<file path="src/rtl/pajte_pkg.sv">
// Shared types, constants and register codes of the peak-aware job timing and energy block.
`default_nettype none

package pajte_pkg;

    // Field and register widths
    localparam int PEAK_W     = 24;
    localparam int RATE_W     = 16;
    localparam int FIELD_W    = 16;
    localparam int OUT_TIME_W = 24;
    localparam int COST_W     = 48;
    localparam int TOTAL_W    = 56;

    // Configuration port
    localparam int CFG_ADDR_W = 3;
    localparam int CFG_DATA_W = 24;

    localparam logic [CFG_ADDR_W-1:0] REG_PEAK_START    = 3'd0;
    localparam logic [CFG_ADDR_W-1:0] REG_PEAK_END      = 3'd1;
    localparam logic [CFG_ADDR_W-1:0] REG_RATE_ON_PEAK  = 3'd2;
    localparam logic [CFG_ADDR_W-1:0] REG_RATE_OFF_PEAK = 3'd3;
    localparam logic [CFG_ADDR_W-1:0] REG_SPEED_MODE0   = 3'd4;

    localparam logic [RATE_W-1:0]  RATE_RESET  = 16'd256;
    localparam logic [FIELD_W-1:0] SPEED_RESET = 16'd4096;

    // Speed factors and consumption factors carry 12 fraction bits
    localparam int FRAC_BITS = 12;
    localparam int DIV_STEPS = FIELD_W + FRAC_BITS;
    localparam int CNT_W     = $clog2(DIV_STEPS);

    // Pricing: four 32x16 partial products, then a byte-serial divide by six
    localparam int MUL_X_W   = 32;
    localparam int MUL_P_W   = MUL_X_W + FIELD_W;
    localparam int ACC_W     = 80;
    localparam int MAC_STEPS = 4;
    localparam int QUO_W     = 56;
    localparam int D6_STEPS  = QUO_W / 8;
    // floor(x * 683 / 4096) == floor(x / 6) for every x below 1536
    localparam int RECIP6    = 683;

    typedef enum logic [4:0] {
        S_IDLE,
        S_DIV,
        S_CEIL,
        S_DUR,
        S_START,
        S_END,
        S_ON,
        S_SPAN,
        S_OFF,
        S_PB,
        S_PA,
        S_PM,
        S_PC,
        S_PSAT,
        S_PD6,
        S_PADD,
        S_DONE
    } t_state;

    typedef struct packed {
        t_state           state;
        logic [CNT_W-1:0] cnt;
        logic             phase;   // 0: on-peak part, 1: off-peak part
        logic             take;    // request accepted this cycle
    } t_ctrl;

    typedef struct packed {
        logic [PEAK_W-1:0] peak_start;
        logic [PEAK_W-1:0] peak_end;
        logic [RATE_W-1:0] rate_on_peak;
        logic [RATE_W-1:0] rate_off_peak;
    } t_cfg;

    typedef struct packed {
        logic [OUT_TIME_W-1:0] start_time;
        logic [OUT_TIME_W-1:0] end_time;
        logic [COST_W-1:0]     on_peak_cost;
        logic [COST_W-1:0]     off_peak_cost;
        logic [OUT_TIME_W-1:0] makespan;
        logic [TOTAL_W-1:0]    total_cost;
    } t_result;

endpackage

`default_nettype wire

</file>
<file path="src/rtl/pajte_seq.sv">
// Sequencer that steps one job through division, timing and pricing.
`default_nettype none

module pajte_seq (
    input  wire logic           i_clk,
    input  wire logic           i_rst_n,
    input  wire logic           i_valid,
    input  wire logic           i_out_free,
    input  wire logic           i_sat,
    output pajte_pkg::t_ctrl    o_ctrl,
    output logic                o_ready,
    output logic                o_load
);

    localparam logic [pajte_pkg::CNT_W-1:0] DIV_LAST =
        pajte_pkg::CNT_W'(pajte_pkg::DIV_STEPS - 1);
    localparam logic [pajte_pkg::CNT_W-1:0] MAC_LAST =
        pajte_pkg::CNT_W'(pajte_pkg::MAC_STEPS - 1);
    localparam logic [pajte_pkg::CNT_W-1:0] D6_LAST =
        pajte_pkg::CNT_W'(pajte_pkg::D6_STEPS - 1);

    pajte_pkg::t_state            r_state, n_state;
    logic [pajte_pkg::CNT_W-1:0]  r_cnt, n_cnt;
    logic                         r_phase, n_phase;
    logic                         take;

    always_ff @(posedge i_clk) begin
        if (!i_rst_n) begin
            r_state <= pajte_pkg::S_IDLE;
            r_cnt   <= '0;
            r_phase <= 1'b0;
        end else begin
            r_state <= n_state;
            r_cnt   <= n_cnt;
            r_phase <= n_phase;
        end
    end

    always_comb begin
        n_state = r_state;
        n_cnt   = r_cnt;
        n_phase = r_phase;
        take    = 1'b0;
        o_load  = 1'b0;
        unique case (r_state)
            pajte_pkg::S_IDLE: begin
                if (i_valid) begin
                    take    = 1'b1;
                    n_state = pajte_pkg::S_DIV;
                    n_cnt   = '0;
                    n_phase = 1'b0;
                end
            end
            pajte_pkg::S_DIV: begin
                if (r_cnt == DIV_LAST) begin
                    n_state = pajte_pkg::S_CEIL;
                    n_cnt   = '0;
                end else begin
                    n_cnt = r_cnt + 1'b1;
                end
            end
            pajte_pkg::S_CEIL:  n_state = pajte_pkg::S_DUR;
            pajte_pkg::S_DUR:   n_state = pajte_pkg::S_START;
            pajte_pkg::S_START: n_state = pajte_pkg::S_END;
            pajte_pkg::S_END:   n_state = pajte_pkg::S_ON;
            pajte_pkg::S_ON:    n_state = pajte_pkg::S_SPAN;
            pajte_pkg::S_SPAN:  n_state = pajte_pkg::S_OFF;
            pajte_pkg::S_OFF:   n_state = pajte_pkg::S_PB;
            pajte_pkg::S_PB:    n_state = pajte_pkg::S_PA;
            pajte_pkg::S_PA: begin
                n_state = pajte_pkg::S_PM;
                n_cnt   = '0;
            end
            pajte_pkg::S_PM:    n_state = pajte_pkg::S_PC;
            pajte_pkg::S_PC: begin
                if (r_cnt == MAC_LAST) begin
                    n_state = pajte_pkg::S_PSAT;
                    n_cnt   = '0;
                end else begin
                    n_state = pajte_pkg::S_PM;
                    n_cnt   = r_cnt + 1'b1;
                end
            end
            pajte_pkg::S_PSAT: begin
                n_state = i_sat ? pajte_pkg::S_PADD : pajte_pkg::S_PD6;
                n_cnt   = '0;
            end
            pajte_pkg::S_PD6: begin
                if (r_cnt == D6_LAST) begin
                    n_state = pajte_pkg::S_PADD;
                    n_cnt   = '0;
                end else begin
                    n_cnt = r_cnt + 1'b1;
                end
            end
            pajte_pkg::S_PADD: begin
                if (!r_phase) begin
                    n_phase = 1'b1;
                    n_state = pajte_pkg::S_PB;
                end else begin
                    n_state = pajte_pkg::S_DONE;
                end
            end
            pajte_pkg::S_DONE: begin
                if (i_out_free) begin
                    o_load  = 1'b1;
                    n_state = pajte_pkg::S_IDLE;
                end
            end
            default: n_state = pajte_pkg::S_IDLE;
        endcase
    end

    assign o_ready      = (r_state == pajte_pkg::S_IDLE);
    assign o_ctrl.state = r_state;
    assign o_ctrl.cnt   = r_cnt;
    assign o_ctrl.phase = r_phase;
    assign o_ctrl.take  = take;

endmodule

`default_nettype wire

</file>
<file path="src/rtl/pajte_dp.sv">
// Datapath: shared add/subtract unit, 32x16 multiplier, divide-by-six step, job state.
`default_nettype none

module pajte_dp #(
    parameter int TIME_BITS = 24
) (
    input  wire logic                          i_clk,
    input  wire logic                          i_rst_n,
    input  wire pajte_pkg::t_ctrl              i_ctrl,
    input  wire pajte_pkg::t_cfg               i_cfg,
    input  wire logic                          i_first_of_schedule,
    input  wire logic                          i_first_of_machine,
    input  wire logic [pajte_pkg::FIELD_W-1:0] i_setup_time,
    input  wire logic [pajte_pkg::FIELD_W-1:0] i_base_processing_time,
    input  wire logic [pajte_pkg::FIELD_W-1:0] i_speed,
    input  wire logic [pajte_pkg::FIELD_W-1:0] i_consumption_factor,
    input  wire logic [pajte_pkg::FIELD_W-1:0] i_machine_power,
    output logic                               o_sat,
    output pajte_pkg::t_result                 o_result
);

    localparam int FW  = pajte_pkg::FIELD_W;
    localparam int TW  = (TIME_BITS > pajte_pkg::PEAK_W) ? TIME_BITS : pajte_pkg::PEAK_W;
    localparam int QW  = pajte_pkg::DIV_STEPS;
    localparam int AW  = ((TW > QW) ? TW : QW) + 1;
    localparam int XW  = pajte_pkg::MUL_X_W;
    localparam int PW  = pajte_pkg::MUL_P_W;
    localparam int CW  = pajte_pkg::COST_W;
    localparam int SW  = pajte_pkg::TOTAL_W;
    localparam int ACW = pajte_pkg::ACC_W;
    localparam int UW  = pajte_pkg::QUO_W;
    localparam int FB  = pajte_pkg::FRAC_BITS;
    localparam logic [AW-1:0] TMAX = AW'((64'd1 << TIME_BITS) - 64'd1);

    // job registers
    logic [FW-1:0]  r_setup, r_cf, r_pw, r_speed, r_rem;
    logic [QW-1:0]  r_div;
    logic [TW-1:0]  r_prev_in, r_proc, r_dur, r_start, r_end, r_on, r_off;
    logic [CW-1:0]  r_a, r_cost, r_on_cost, r_off_cost;
    logic [XW-1:0]  r_b;
    logic [PW-1:0]  r_prod;
    logic [ACW-1:0] r_acc;
    logic [UW-1:0]  r_q;
    logic [2:0]     r_r6;

    // schedule state
    logic [TW-1:0]  r_prev, r_mk;
    logic [SW-1:0]  r_total;

    // shared add/subtract unit
    logic [AW-1:0]  alu_a, alu_b, alu_res;
    logic           alu_sub, alu_carry;
    logic [AW:0]    alu_sum;
    logic [TW-1:0]  alu_sat;
    logic [FW:0]    div_rs;
    logic [TW-1:0]  ps_t, pe_t, lo, hi, on_val;
    logic           defer;

    // multiplier
    logic [XW-1:0]  mul_x;
    logic [FW-1:0]  mul_y;
    logic [PW-1:0]  mul_p;
    logic [TW-1:0]  part;
    logic [5:0]     mac_shift;

    // divide-by-six step
    logic [10:0]    d6_x, d6_six, d6_rem;
    logic [20:0]    d6_recip;
    logic [7:0]     d6_qd;
    logic [SW:0]    tot_sum;

    assign ps_t   = TW'(i_cfg.peak_start);
    assign pe_t   = TW'(i_cfg.peak_end);
    assign div_rs = {r_rem, r_div[QW-1]};
    assign lo     = (r_start > ps_t) ? r_start : ps_t;
    assign hi     = (r_end < pe_t) ? r_end : pe_t;

    always_comb begin
        alu_a   = '0;
        alu_b   = '0;
        alu_sub = 1'b0;
        unique case (i_ctrl.state)
            pajte_pkg::S_DIV: begin
                alu_a   = AW'(div_rs);
                alu_b   = AW'(r_speed);
                alu_sub = 1'b1;
            end
            pajte_pkg::S_CEIL: begin
                alu_a = AW'(r_div);
                alu_b = AW'(r_rem != '0);
            end
            pajte_pkg::S_DUR: begin
                alu_a = AW'(r_setup);
                alu_b = AW'(r_proc);
            end
            pajte_pkg::S_START: begin
                alu_a = AW'(r_prev_in);
                alu_b = AW'(r_dur);
            end
            pajte_pkg::S_END: begin
                alu_a = AW'(r_start);
                alu_b = AW'(r_dur);
            end
            pajte_pkg::S_ON: begin
                alu_a   = AW'(hi);
                alu_b   = AW'(lo);
                alu_sub = 1'b1;
            end
            pajte_pkg::S_SPAN: begin
                alu_a   = AW'(r_end);
                alu_b   = AW'(r_start);
                alu_sub = 1'b1;
            end
            pajte_pkg::S_OFF: begin
                alu_a   = AW'(r_off);
                alu_b   = AW'(r_on);
                alu_sub = 1'b1;
            end
            default: ;
        endcase
    end

    assign alu_sum   = {1'b0, alu_a} + {1'b0, (alu_sub ? ~alu_b : alu_b)} + (AW+1)'(alu_sub);
    assign alu_res   = alu_sum[AW-1:0];
    assign alu_carry = alu_sum[AW];
    assign alu_sat   = (alu_res > TMAX) ? TMAX[TW-1:0] : alu_res[TW-1:0];
    // defer the start past the window when the job would run into its start
    assign defer     = (r_prev_in < ps_t) && (alu_res > AW'(ps_t));
    assign on_val    = ((pe_t >= ps_t) && alu_carry && (alu_res != '0)) ? alu_res[TW-1:0] : '0;

    assign part      = i_ctrl.phase ? r_off : r_on;
    assign mac_shift = {i_ctrl.cnt[1], i_ctrl.cnt[0], 4'b0000};

    always_comb begin
        mul_x = '0;
        mul_y = '0;
        unique case (i_ctrl.state)
            pajte_pkg::S_PB: begin
                mul_x = XW'(r_pw);
                mul_y = i_ctrl.phase ? i_cfg.rate_off_peak : i_cfg.rate_on_peak;
            end
            pajte_pkg::S_PA: begin
                mul_x = XW'(part);
                mul_y = r_cf;
            end
            pajte_pkg::S_PM: begin
                mul_x = i_ctrl.cnt[1] ? XW'(r_a[CW-1:XW]) : r_a[XW-1:0];
                mul_y = i_ctrl.cnt[0] ? r_b[XW-1:FW] : r_b[FW-1:0];
            end
            default: ;
        endcase
    end

    assign mul_p = PW'(mul_x) * PW'(mul_y);

    // saturate once the scaled product reaches six times the cost range
    assign o_sat = (|r_acc[ACW-1:FB+CW+3]) | (r_acc[FB+CW+2] & r_acc[FB+CW+1]);

    assign d6_x     = {r_r6, r_q[UW-1:UW-8]};
    assign d6_recip = 21'(d6_x) * 21'(pajte_pkg::RECIP6);
    assign d6_qd    = d6_recip[19:12];
    assign d6_six   = {1'b0, d6_qd, 2'b00} + {2'b00, d6_qd, 1'b0};
    assign d6_rem   = d6_x - d6_six;

    assign tot_sum  = {1'b0, r_total} + (SW+1)'(r_cost);

    // schedule state
    always_ff @(posedge i_clk) begin
        if (!i_rst_n) begin
            r_prev  <= '0;
            r_mk    <= '0;
            r_total <= '0;
        end else begin
            if (i_ctrl.take && i_first_of_schedule) begin
                r_mk    <= '0;
                r_total <= '0;
            end
            if (i_ctrl.state == pajte_pkg::S_END) begin
                r_prev <= alu_sat;
                if (alu_sat > r_mk) begin
                    r_mk <= alu_sat;
                end
            end
            if (i_ctrl.state == pajte_pkg::S_PADD) begin
                r_total <= tot_sum[SW] ? {SW{1'b1}} : tot_sum[SW-1:0];
            end
        end
    end

    // job datapath
    always_ff @(posedge i_clk) begin
        if (i_ctrl.take) begin
            r_setup   <= i_setup_time;
            r_cf      <= i_consumption_factor;
            r_pw      <= i_machine_power;
            r_speed   <= (i_speed == '0) ? FW'(1) : i_speed;
            r_div     <= {i_base_processing_time, {FB{1'b0}}};
            r_rem     <= '0;
            r_prev_in <= i_first_of_machine ? '0 : r_prev;
        end
        unique case (i_ctrl.state)
            pajte_pkg::S_DIV: begin
                r_div <= {r_div[QW-2:0], alu_carry};
                r_rem <= alu_carry ? alu_res[FW-1:0] : div_rs[FW-1:0];
            end
            pajte_pkg::S_CEIL:  r_proc  <= alu_sat;
            pajte_pkg::S_DUR:   r_dur   <= alu_sat;
            pajte_pkg::S_START: r_start <= defer ? pe_t : r_prev_in;
            pajte_pkg::S_END:   r_end   <= alu_sat;
            pajte_pkg::S_ON:    r_on    <= on_val;
            pajte_pkg::S_SPAN:  r_off   <= alu_res[TW-1:0];
            pajte_pkg::S_OFF:   r_off   <= alu_res[TW-1:0];
            pajte_pkg::S_PB:    r_b     <= mul_p[XW-1:0];
            pajte_pkg::S_PA: begin
                r_a   <= mul_p;
                r_acc <= '0;
            end
            pajte_pkg::S_PM:    r_prod  <= mul_p;
            pajte_pkg::S_PC:    r_acc   <= r_acc + (ACW'(r_prod) << mac_shift);
            pajte_pkg::S_PSAT: begin
                r_cost <= {CW{1'b1}};
                r_q    <= UW'(r_acc[FB+CW+2:FB]);
                r_r6   <= '0;
            end
            pajte_pkg::S_PD6: begin
                r_q    <= {r_q[UW-9:0], d6_qd};
                r_r6   <= d6_rem[2:0];
                r_cost <= {r_q[CW-9:0], d6_qd};
            end
            pajte_pkg::S_PADD: begin
                if (i_ctrl.phase) begin
                    r_off_cost <= r_cost;
                end else begin
                    r_on_cost <= r_cost;
                end
            end
            default: ;
        endcase
    end

    assign o_result.start_time    = r_start[pajte_pkg::OUT_TIME_W-1:0];
    assign o_result.end_time      = r_end[pajte_pkg::OUT_TIME_W-1:0];
    assign o_result.on_peak_cost  = r_on_cost;
    assign o_result.off_peak_cost = r_off_cost;
    assign o_result.makespan      = r_mk[pajte_pkg::OUT_TIME_W-1:0];
    assign o_result.total_cost    = r_total;

endmodule

`default_nettype wire

</file>
<file path="src/rtl/peak_aware_job_timing_energy.sv">
// Top level of the peak-aware job timing and energy block: config, handshake, result register.
//
// Usage:
//   Input channel (i_valid / o_ready) takes one job request per machine in sequence
//   order. Output channel (o_valid / i_ready) returns one result per job: start and end
//   time, on-peak and off-peak cost, makespan and running total cost.
//   Configuration writes (i_cfg_wr_en, i_cfg_addr, i_cfg_wdata) take effect at once and
//   are to be issued only while the block is idle; the block itself does not enforce this.
// Operation:
//   After acceptance a job passes through the bit-serial ceiling division of the
//   processing time, the timing steps on the shared adder, the two prices (cut short
//   when a price saturates) and the load of the result register.
//   The adder is reused for every division and timing step and the 32x16 multiplier for
//   every pricing step, so one request is in flight at a time; o_ready returns in the
//   cycle after the result is loaded, and a new request is taken only then.
// Reset:
//   Synchronous, active low. Clears the schedule state and restores register defaults.
// Stalls:
//   A finished result sits in the output register; the next request is accepted and
//   processed meanwhile and waits in its last step until the register frees up.
`default_nettype none

module peak_aware_job_timing_energy #(
    parameter int TIME_BITS  = 24,
    parameter int MODE_COUNT = 3
) (
    input  wire logic                                i_clk,
    input  wire logic                                i_rst_n,
    // configuration port
    input  wire logic                                i_cfg_wr_en,
    input  wire logic [pajte_pkg::CFG_ADDR_W-1:0]    i_cfg_addr,
    input  wire logic [pajte_pkg::CFG_DATA_W-1:0]    i_cfg_wdata,
    // request channel
    input  wire logic                                i_valid,
    output logic                                     o_ready,
    input  wire logic                                i_first_of_schedule,
    input  wire logic                                i_first_of_machine,
    input  wire logic [pajte_pkg::FIELD_W-1:0]       i_setup_time,
    input  wire logic [pajte_pkg::FIELD_W-1:0]       i_base_processing_time,
    input  wire logic [1:0]                          i_mode,
    input  wire logic [pajte_pkg::FIELD_W-1:0]       i_consumption_factor,
    input  wire logic [pajte_pkg::FIELD_W-1:0]       i_machine_power,
    // result channel
    output logic                                     o_valid,
    input  wire logic                                i_ready,
    output logic [pajte_pkg::OUT_TIME_W-1:0]         o_start_time,
    output logic [pajte_pkg::OUT_TIME_W-1:0]         o_end_time,
    output logic [pajte_pkg::COST_W-1:0]             o_on_peak_cost,
    output logic [pajte_pkg::COST_W-1:0]             o_off_peak_cost,
    output logic [pajte_pkg::OUT_TIME_W-1:0]         o_makespan,
    output logic [pajte_pkg::TOTAL_W-1:0]            o_total_cost
);

    // configuration registers
    pajte_pkg::t_cfg                 r_cfg;
    logic [pajte_pkg::FIELD_W-1:0]   r_speed [MODE_COUNT];
    logic [pajte_pkg::FIELD_W-1:0]   speed_sel;

    // control between sequencer and datapath
    pajte_pkg::t_ctrl                ctrl;
    pajte_pkg::t_result              dp_result;
    pajte_pkg::t_result              r_out;
    logic                            r_out_valid;
    logic                            out_free;
    logic                            load;
    logic                            sat;

    always_ff @(posedge i_clk) begin
        if (!i_rst_n) begin
            r_cfg.peak_start    <= '0;
            r_cfg.peak_end      <= '0;
            r_cfg.rate_on_peak  <= pajte_pkg::RATE_RESET;
            r_cfg.rate_off_peak <= pajte_pkg::RATE_RESET;
        end else if (i_cfg_wr_en) begin
            unique case (i_cfg_addr)
                pajte_pkg::REG_PEAK_START:    r_cfg.peak_start    <= i_cfg_wdata;
                pajte_pkg::REG_PEAK_END:      r_cfg.peak_end      <= i_cfg_wdata;
                pajte_pkg::REG_RATE_ON_PEAK:
                    r_cfg.rate_on_peak  <= i_cfg_wdata[pajte_pkg::RATE_W-1:0];
                pajte_pkg::REG_RATE_OFF_PEAK:
                    r_cfg.rate_off_peak <= i_cfg_wdata[pajte_pkg::RATE_W-1:0];
                default: ;
            endcase
        end
    end

    // one speed factor register per operating mode, at consecutive indexes
    for (genvar g = 0; g < MODE_COUNT; g++) begin : g_speed
        always_ff @(posedge i_clk) begin
            if (!i_rst_n) begin
                r_speed[g] <= pajte_pkg::SPEED_RESET;
            end else if (i_cfg_wr_en &&
                         i_cfg_addr == pajte_pkg::REG_SPEED_MODE0 +
                                       pajte_pkg::CFG_ADDR_W'(g)) begin
                r_speed[g] <= i_cfg_wdata[pajte_pkg::FIELD_W-1:0];
            end
        end
    end

    // modes beyond the configured count fall back to mode 0
    always_comb begin
        speed_sel = r_speed[0];
        for (int m = 0; m < MODE_COUNT; m++) begin
            if (i_mode == 2'(m)) begin
                speed_sel = r_speed[m];
            end
        end
    end

    assign out_free = !r_out_valid || i_ready;

    pajte_seq u_seq (
        .i_clk      (i_clk),
        .i_rst_n    (i_rst_n),
        .i_valid    (i_valid),
        .i_out_free (out_free),
        .i_sat      (sat),
        .o_ctrl     (ctrl),
        .o_ready    (o_ready),
        .o_load     (load)
    );

    pajte_dp #(
        .TIME_BITS (TIME_BITS)
    ) u_dp (
        .i_clk                  (i_clk),
        .i_rst_n                (i_rst_n),
        .i_ctrl                 (ctrl),
        .i_cfg                  (r_cfg),
        .i_first_of_schedule    (i_first_of_schedule),
        .i_first_of_machine     (i_first_of_machine),
        .i_setup_time           (i_setup_time),
        .i_base_processing_time (i_base_processing_time),
        .i_speed                (speed_sel),
        .i_consumption_factor   (i_consumption_factor),
        .i_machine_power        (i_machine_power),
        .o_sat                  (sat),
        .o_result               (dp_result)
    );

    // result register: hold until taken, refill from the finished job
    always_ff @(posedge i_clk) begin
        if (!i_rst_n) begin
            r_out_valid <= 1'b0;
        end else if (load) begin
            r_out_valid <= 1'b1;
        end else if (i_ready) begin
            r_out_valid <= 1'b0;
        end
    end

    always_ff @(posedge i_clk) begin
        if (load) begin
            r_out <= dp_result;
        end
    end

    assign o_valid         = r_out_valid;
    assign o_start_time    = r_out.start_time;
    assign o_end_time      = r_out.end_time;
    assign o_on_peak_cost  = r_out.on_peak_cost;
    assign o_off_peak_cost = r_out.off_peak_cost;
    assign o_makespan      = r_out.makespan;
    assign o_total_cost    = r_out.total_cost;

endmodule

`default_nettype wire
</file>
<file path="config.mk">
export PLATFORM = sky130hd
export DESIGN_NAME = peak_aware_job_timing_energy
export DESIGN_NICKNAME = d
export VERILOG_FILES = /design/src/rtl/pajte_pkg.sv /design/src/rtl/pajte_seq.sv /design/src/rtl/pajte_dp.sv /design/src/rtl/peak_aware_job_timing_energy.sv
export SDC_FILE = /design/constraint.sdc
export NUM_CORES = 2
export LEC_CHECK = 0
export BUFFER_PORTS_ARGS = -buffer_cell sky130_fd_sc_hd__buf_2
export CORE_UTILIZATION = 23
export CTS_BUF_LIST = sky130_fd_sc_hd__clkbuf_8 sky130_fd_sc_hd__clkbuf_16
export DETAILED_ROUTE_END_ITERATION = 7
export SYNTH_ARGS = -nofsm -noshare
export SYNTH_HDL_FRONTEND = slang
export SYNTH_SLANG_ARGS = --single-unit
</file>
<file path="constraint.sdc">
create_clock -name i_clk -period 28.4 [get_ports i_clk]
set_input_delay 5.68 -clock i_clk [delete_from_list [all_inputs] [get_ports i_clk]]
set_output_delay 5.68 -clock i_clk [all_outputs]
set_load 0.005 [all_outputs]
</file>
==> flow_metrics.py <==
metrics = {
    "timing": {
        "timing.fmax_mhz": 92.4,
        "setup_viol": 0,
        "final_layout_setup_total_negative_slack_ns": 0,
        "worstMarginPinSlew_ns": 1.32,
        "post-route-period-util_pct": 38.1,
        "skew_ns": 0.0831,
        "fin_hold_ws_ns": 0.417,
        "grt_setup_unrepaired": "no",
        "fin_crit_ns": 10.82,
        "final_count_of_pins_violating_max_slew": 0,
        "total_count_of_hold_check_failures_in_the_final_report": 0,
        "timing.slew.headroom_pct": 9.71,
    },
    "cts": {
        "clock_path_buffers": 3,
        "numCtsBuffers": 120,
        "clkSinkCount": 1155,
        "path_clk_slew_ns": 0.06,
        "clk-insertion-delay-late_ns": 0.79,
        "ctsHoldBuffers": 0,
        "post-cts-setup-buffers": 0,
        "library_cell_used_as_clock_root_buffer": "clkbuf_16",
        "cts.repair.resized": 0,
        "clock_tree.htree_level_count": 3,
        "clock_tree_from_tritoncts": "done",
    },
    "worst_setup_path": {
        "crit_path_max_fanout": 54,
        "r2r-end": "u_dp.r_a[46]",
        "setup.worst_path.class": "reg2reg",
        "critical_path_arrival_ns": 11.33,
        "r2r_setup_slack_ns": 17.58,
        "cp_data_required_time_ns": 28.91,
        "critical_path.slowest_cell": "dfxtp_1",
        "r2r.worst_path.cells": 34,
        "timing.critical_path.from_type": "flip-flop",
        "cpMostUsedCell": "fa_1",
        "timing.critical_path.slowest_cell_delay_ns": 0.77,
        "timing.critical_path.to_type": "flip-flop",
        "startpoint_of_the_worst_slack_reg_to_reg_timing_path": "u_seq.r_state[1]",
    },
    "placement": {
        "gp_routability_congestion": 0.965,
        "detailedPlacementHpwl_mm": 180,
        "dpl.cell_count": 10861,
        "place.port_buffers": 325,
    },
    "yosys": {
        "synth_sequential_area_ratio_pct": 45.2,
        "mappedNetlistNets": 7620,
        "async_flop_share_pct": 0,
        "synth_top_area_cell": "edfxtp_1",
        "syn-cell-area_mm2": 0.0724,
        "synth_top_cell_area_share_pct": 39.8,
        "synth_top_cells_by_count": "959 x edfxtp_1, 918 x nand2_1, 596 x inv_1",
        "synth_most_common_cell": "edfxtp_1",
        "number_of_synthesized_flops_with_an_enable_pin": 959,
        "synth_flop_cell": "edfxtp_1",
        "yosys_warnings": 0,
        "synthDistinctLibCells": 80,
        "syn-mean-instance-area_um2": 11.0,
        "yosys_register_bits": 1155,
        "synth.top_cells.by_area": "edfxtp_1 40%, fa_1 12%, ha_1 8.4%",
        "postSynthCellCount": 6590,
    },
    "worst_hold_path": {
        "cell_count_of_the_worst_hold_path": 0,
        "endpoint_of_the_worst_hold_path": "o_on_peak_cost[2]",
        "hp-start": "u_dp.r_on_cost[2]",
        "hp-class": "reg2reg",
    },
    "pwr": {
        "peakVddDrop_mv": 0.0487,
        "power.share.clock_pct": 34.9,
        "internal_power_w": 0.00322,
        "power.sequential.fraction_pct": 42.3,
        "comb_power_share_pct": 22.8,
        "netSwitchingPower_w": 0.00153,
        "power.density_mw_per_mm2": 57.0,
        "p_leak_nw": 30.9,
        "switching_share_pct": 32.2,
    },
    "final_layout": {
        "fraction_of_final_layout_cells_sized_beyond_drive_strength_1_pct": 10.8,
        "finish.net_count": 7873,
        "layout-area-overhead-vs-synth_pct": 15.1,
        "final_cells": 11091,
    },
    "status": {
        "violations": "DRC",
        "run_status": "complete, but fails checks",
    },
    "global_route": {
        "pin_count_of_the_biggest_net_entering_global_routing": 134,
        "grt_pass1_wl_mm": 348,
        "global_routing_usage_summed_across_all_routing_layers_pct": 14.5,
        "initial_antenna_violation_count": 19,
        "globalRoute.totalOverflow": 0,
        "vias_in_the_first_global_route": 52314,
    },
    "run": {
        "drv_cap": 0,
    },
    "route": {
        "drcViolationCount": 5,
        "vias_per_cell": 4.77,
        "drt_iter0_markers": 5703,
        "via_count": 52905,
        "first_pass_iters": 8,
        "antenna_violating_nets_post_route": 0,
        "detail_route.wirelength_mm": 238,
        "route.detailed.wl_per_inst_um": 21.5,
    },
    "die": {
        "dieArea_mm2": 0.317,
        "num_io_pins": 326,
        "initial_utilization_pct": 23.2,
        "die_width_um": 563,
        "std_cell_core_area_mm2": 0.313,
        "num_rows": 205,
        "chipHeight_um": 563,
    },
}
==> stage by stage <==
step / power [W] / instance area [µm²] / worst slack, ns / util [%]
floorplan: 0.00270 / 72400 / 11.92 / -
global placement: 0.00309 / 79200 / 17.80 / 25.3
detailed placement: 0.00309 / 79200 / 17.64 / 25.3
CTS: 0.00475 / 83300 / 17.58 / 26.6
global route: 0.00491 / 83300 / 16.94 / 26.6
finish: 0.00475 / 83300 / 17.58 / 26.7
==> per-layer routing <==
layer	vias up	global-route usage [%]	share of wire, %
li1	23690	-	-
met1	26340	19.6	43
met2	2420	23.0	45
met3	453	2.68	8.1
met4	2	5.72	4.1
met5	-	0	0.0055
==> layout make-up <==
class,instances,area (µm²)
Clock buffer,128,3120
Fill cell,32432,229000
Inverter,602,2260
Clock inverter,97,1000
Antenna cell,5,12.5
Sequential cell,1155,32700
Multi-Input combinational cell,4538,36600
Timing Repair Buffer,426,2400
Tap cell,4140,5180
==> state kept, by name, summed over array words and instances (netlist names), 56 cells and up <==
register and cells:
u_dp.r_acc 80, u_dp.r_total 56, o_total_cost 56, u_dp.r_q 56, r_cfg 80
==> worst max-delay path by stage <==
stage                                 from            end  slack, ns  cells after the start
after floorplan                    i_ready  o_end_time[0]      11.92                      2
after global placement    u_seq.r_state[1]   u_dp.r_a[46]      17.80                     34
after detailed placement  u_seq.r_state[1]   u_dp.r_a[46]      17.64                     34
after CTS                 u_seq.r_state[1]   u_dp.r_a[46]      17.58                     34
after global routing      u_seq.r_state[1]   u_dp.r_a[46]      16.94                     34
final                     u_seq.r_state[1]   u_dp.r_a[46]      17.58                     34
==> logic make-up after synthesis <==
group / synth area share, %
AO/OA/AOI/OAI: 11.8
XOR/XNOR: 2.61
adder cells (fa/ha/maj): 20.7
buffers and inverters: 4.71
flip-flops: 45.2
multiplexers: 3.16
AND/OR/NAND/NOR: 11.9
==> placed cells by master (no fill, tap or decap), types with 121 or more instances in the layout <==
cell       instances
buf_2            325
inv_1            606
dfxtp_1          193
nor2_1           354
ha_1             484
edfxtp_1         959
mux2i_1          175
clkbuf_16        121
nor2b_1          139
a21oi_1          393
o21ai_0          178
nand2_1          913
fa_1             446
a21o_1           131
==> power by group through the flow <==
| stage | Combinational [W] | Clock (W) | Sequential (W) |
|---|---|---|---|
| 4_1_cts | 0.00106 | 0.00169 | 0.00200 |
| 5_1_grt | 0.00116 | 0.00175 | 0.00201 |
| 2_1_floorplan | 0.000722 | 0 | 0.00198 |
| 3_5_place_dp | 0.00105 | 0 | 0.00204 |
| 3_3_place_gp | 0.00104 | 0 | 0.00204 |
| 6_report | 0.00108 | 0.00166 | 0.00201 |
==> critical path: cells and delay by family, from the launching register on <==
family          cells  cell delay (ns)
fa+ha+maj           7             3.39
flops               1             0.77
simple gates        5             1.37
compound gates     12             3.00
buf+inv             9             1.79
xor+xnor            1             0.12
No activity file was read; power rests on OpenSTA's default activity.
